`config.mk`:
```
export PLATFORM = sky130hd
export DESIGN_NAME = iss_au
export DESIGN_NICKNAME = d
export VERILOG_FILES = /design/src/rtl/iss_pkg.sv /design/src/rtl/iss_au.sv
export SDC_FILE = /design/constraint.sdc
export NUM_CORES = 1
export LEC_CHECK = 0
export BUFFER_PORTS_ARGS = -buffer_cell sky130_fd_sc_hd__buf_2
export CAP_MARGIN = 25
export CORE_MARGIN = 1.5
export CORE_UTILIZATION = 35
export DETAILED_ROUTE_END_ITERATION = 12
export PLACE_DENSITY = 0.75
export SYNTH_ARGS = -nofsm -noshare
export SYNTH_HDL_FRONTEND = slang
export SYNTH_SLANG_ARGS = --single-unit
```
`constraint.sdc`:
```
create_clock -name vclk -period 6.9
set_input_delay 0.69 -clock vclk [all_inputs]
set_output_delay 0.69 -clock vclk [all_outputs]
set_load 0.01 [all_outputs]
```
`src/rtl/iss_pkg.sv`:
```
// Shared constants, codes and types for the indexed stack store.
`timescale 1ns / 1ps
package iss_pkg;

    localparam int DEPTH_DEF  = 256;
    localparam int ELEM_W_DEF = 32;

    localparam int MODE_W  = 3;
    localparam int IDX_W   = 8;
    localparam int VAL_W   = 32;
    localparam int STAT_W  = 2;
    localparam int CNT_O_W = 9;

    typedef logic [MODE_W-1:0] t_mode;
    typedef logic [STAT_W-1:0] t_status;

    localparam t_mode MODE_PUSH  = 3'd0;
    localparam t_mode MODE_POP   = 3'd1;
    localparam t_mode MODE_GET   = 3'd2;
    localparam t_mode MODE_SET   = 3'd3;
    localparam t_mode MODE_TOP   = 3'd4;
    localparam t_mode MODE_CLEAR = 3'd5;
    localparam t_mode MODE_REV   = 3'd6;

    localparam t_status ST_OK    = 2'd0;
    localparam t_status ST_RANGE = 2'd1;
    localparam t_status ST_EMPTY = 2'd2;
    localparam t_status ST_FULL  = 2'd3;

    // Operation select for the shared adder: a + (b ^ inv) + cin
    typedef struct packed {
        logic inv_b;
        logic cin;
    } t_au_ctl;

    localparam t_au_ctl AU_ADD = '{inv_b: 1'b0, cin: 1'b0};
    localparam t_au_ctl AU_SUB = '{inv_b: 1'b1, cin: 1'b1};

endpackage

```
`src/rtl/iss_au.sv`:
```
// Shared add/subtract unit; carry out doubles as the a >= b flag on subtract.
`timescale 1ns / 1ps
module iss_au #(
    parameter int W = 9
) (
    input  logic             [W-1:0] i_a,
    input  logic             [W-1:0] i_b,
    input  iss_pkg::t_au_ctl         i_ctl,
    output logic             [W-1:0] o_sum,
    output logic                     o_carry
);
    import iss_pkg::*;

    logic [W:0] sum_full;

    always_comb begin
        sum_full = {1'b0, i_a} + {1'b0, i_b ^ {W{i_ctl.inv_b}}} + (W+1)'(i_ctl.cin);
    end

    assign o_sum   = sum_full[W-1:0];
    assign o_carry = sum_full[W];

endmodule

```
== Yosys cells after proc, flatten, opt, wreduce, memory -nomap -nowiden ==
Index checks and enable logic that the tools add are counted.

* Flip-flop bits (word level): 0
* Bits of input ports: 20
* Logic and storage cells: 3

* $add $sub $neg: 2
* Bitwise operators: 1

{| class="wikitable"
|+ Operator list
! cell !! number
|-
| adder 10 x 1 -> 10 bit || 1
|-
| adder 9 x 9 -> 10 bit || 1
|-
| XOR 9 bit || 1
|}

== Longest topological paths before layout ==
* Depth in word-level cells: 3
* Mapped depth: 8

== Least setup slack after synthesis ==
OpenSTA, ideal clock, no wires.

* Path type: in2out
* From: input i_ctl[1] (netlist name)
* To: output o_sum[6]
* Arrival time: 2.566 ns
* Setup slack: 3.644 ns
* Stages: 8
* Cell sequence: buf_2 -> xor2_1 -> fa_1 -> fa_1 -> a21o_1 -> a21oi_2 -> o211ai_1 -> xor2_1

* Cells in the longest elaborated chain, start to end: 3

{| class="wikitable"
|+ RTL lines
! element !! line !! source
|-
| start: declaration || iss_au.sv:8 || <nowiki>input iss_pkg::t_au_ctl i_ctl,</nowiki>
|-
| XOR 9 bit || iss_au.sv:17 || <nowiki>sum_full = {1'b0, i_a} + {1'b0, i_b ^ {W{i_ctl.inv_b}}} + (W+1)'(i_ctl.cin);</nowiki>
|-
| adder 9 x 9 -> 10 bit || iss_au.sv:17 ||
|-
| adder 10 x 1 -> 10 bit || iss_au.sv:17 ||
|-
| end: declaration || iss_au.sv:9 || <nowiki>output logic [W-1:0] o_sum,</nowiki>
|}

Every way passes these cells.

== Worst setup path in the final report ==
Ends and elaborated chain as after synthesis.

==> run_results.csv <==
group,metric,value,unit
synth,syn-num-nets,85,
placed_design,dp.cells,99,
run,drv_cap,0,
routing,num_vias,496,
sta,setup_viol,0,
power,seqPwrFrac,0,%
clocking,ctsHoldBuffers,0,
routing,wl_per_cell,10.53,um
placed_design,gp_congestion,0.7877,
power,switching_power,47.22,uW
layout,seq_cell_count,0,
hold_path,hold_path_class,"input pin to primary output",
global_route,grt_use_total,13.87,%
layout,nNetsFinal,116,
global_route,grtUsageMet2,29.10,%
critical_path,cp-end-kind,"primary output",
critical_path,crit_path_start,"i_ctl[1]",
layout,register_area,0,um2
layout,antenna-diode-count,0,
synth,synthSimpleGateAreaFrac,12.17,%
global_route,grt_overflow_total,0,
power,peakVddDrop,0.00006214,V
routing,via_per_inst,5.010,
floorplan,rows,13,
critical_path,startpoint_type,"input pin",
floorplan,fp.dieH,39.76,um
routing,ant_nets,0,
sta,slew_headroom,81.23,%
floorplan,initial_core_util,36.81,%
clocking,post_cts_buffers,0,
placed_design,postPlaceCellArea,636.9,um2
global_route,antenna_found_initial,0,
global_route,grt_pass1_wl,1593,um
sta,hold-worst-slack,1.736,ns
critical_path,cp.arrival,2.74,ns
synth,netlist_area,473.0,um2
power,swShare,53.49,%
synth,synth-compound-area-share,25.13,%
power,internal-power,41.06,uW
sta,hold_viol,0,
critical_path,path_max_fanout,9,
placed_design,port_buffers,30,
clocking,cts_resized,0,
synth,synthAdderAreaFrac,29.63,%
power,comb_power_share,100.0,%
synth,synthMuxAreaShare,0,%
sta,tns,0,ns
sta,fin_crit_sh,49.77,%
layout,area_delta_synth_final,34.66,%
routing,drc_errors,0,
global_route,grt_max_degree,10,
synth,synth_area_leader_cell,"xor2_1",
hold_path,hp-start,"i_ctl[0]",
critical_path,worstPathRequired,6.21,ns
sta,min_period,3.434,ns
routing,wl,1042,um
sta,final_max_slew_viol_count,0,
power,power.density,138.6,nW/um2
floorplan,coreArea,1285,um2
floorplan,io-pin-count,30,
floorplan,die_x,39.76,um
power,p_leak,0.0003351,uW
global_route,top_usage_layer,"met2",
routing,drtPass1Iterations,3,
synth,synth_area_per_cell,8.599,um2
synth,synth_common_cells,"xor2_1, ha_1, a21oi_1",
power,power_frac_clock,0,%
sta,rsz0062_at_grt,"false",
hold_path,whs_path_depth,3,
layout,final_util,49.56,%
routing,drt_iter0_markers,3,
synth,ys_warn_count,0,
synth,synth_area_leaders,"xor2_1, ha_1, fa_1, o2111ai_2, xnor2_1",
layout,clkbuf_count,0,
synth,syn-instance-count,55,
sta,max_freq,0.2912,GHz
synth,yosysTopAreaCellShare,24.07,%
critical_path,path_class,"input pin to primary output",
placed_design,place.detailed.hpwl,925.4,um
synth,synth_cell_types,21,
global_route,grt_pass1_vias,433,
layout,drive_gt1_share,41.67,%
global_route,grtUsageMet3,0,%
layout,fin_cells,99,
layout,final_area,636.9,um2
outcome,outcome,"completed",
floorplan,die_area,1581,um2
synth,synth-xor-area-share,29.63,%
synth,synth_top_family_by_area,"adder cells",
synth,synth.most_common_cell,"xor2_1",
synth,yosysSeqAreaShare,0,%
global_route,grt_util_met1,15.89,%
sta,worstMarginPinSlew,0.2816,ns
metal layers:
layer | share of wire (%) | routed length, um | up-vias
met1 | 40 | 416 | 216
met4 | 0 | 0 | 0
li1 | - | - | 260
met5 | 0 | 0 | -
met3 | 8.5 | 89 | 0
met2 | 51 | 536 | 20
worst max-delay path: stages:
cell and delay [ns]:
buf_2 0.19, xor2_1 0.20, fa_1 0.42, fa_1 0.42, a21o_1 0.20, a21oi_2 0.19
o211ai_1 0.14, xor2_1 0.15, buf_2 0.14
final timing paths:
| kind | endpoint | slack [ns] |
|---|---|---|
| max | o_sum[6] | 3.47 |
| min | o_sum[0] | 1.74 |
area by class of cell:
class,instances,area [um2]
fillers,138,648.1
inverters,3,11.26
multi-input cells,51,456.7
well taps,15,18.77
repair buffers,30,150.1
power by group through the flow:
| stage | sequential [uW] | clock (uW) | combinational [uW] |
|---|---|---|---|
| 5_1_grt | 0 | 0 | 98.2 |
| 2_1_floorplan | 0 | 0 | 61.0 |
| 6_report | 0 | 0 | 88.3 |
| 3_3_place_gp | 0 | 0 | 87.3 |
| 4_1_cts | 0 | 0 | 89.9 |
| 3_5_place_dp | 0 | 0 | 89.4 |
cells by family (layout without fill, tap and decap cells):
logic type      count (synthesis)  count (layout)
xor+xnor                       16              16
compound gates                 15              15
fa+ha+maj                      10              10
simple gates                   10              10
buf+inv                         4              33
layout by cell type (no fill, tap or decap), types with 2 or more instances in the layout:
cell,count
o21ai_1,2
nand3_1,2
xnor2_1,3
fa_1,2
inv_1,3
ha_1,8
a21oi_1,4
xor2_1,13
a21o_1,3
buf_2,30
nand2_1,3
o2111ai_2,2
stage by stage:
stage	setup slack, ns	power [uW]
6_report	3.466	88.28
5_1_grt	3.360	98.21
4_1_cts	3.432	89.93
3_5_place_dp	3.441	89.43
3_3_place_gp	3.510	87.30
2_1_floorplan	3.644	61.00
Power figures use the tool's default switching activity.
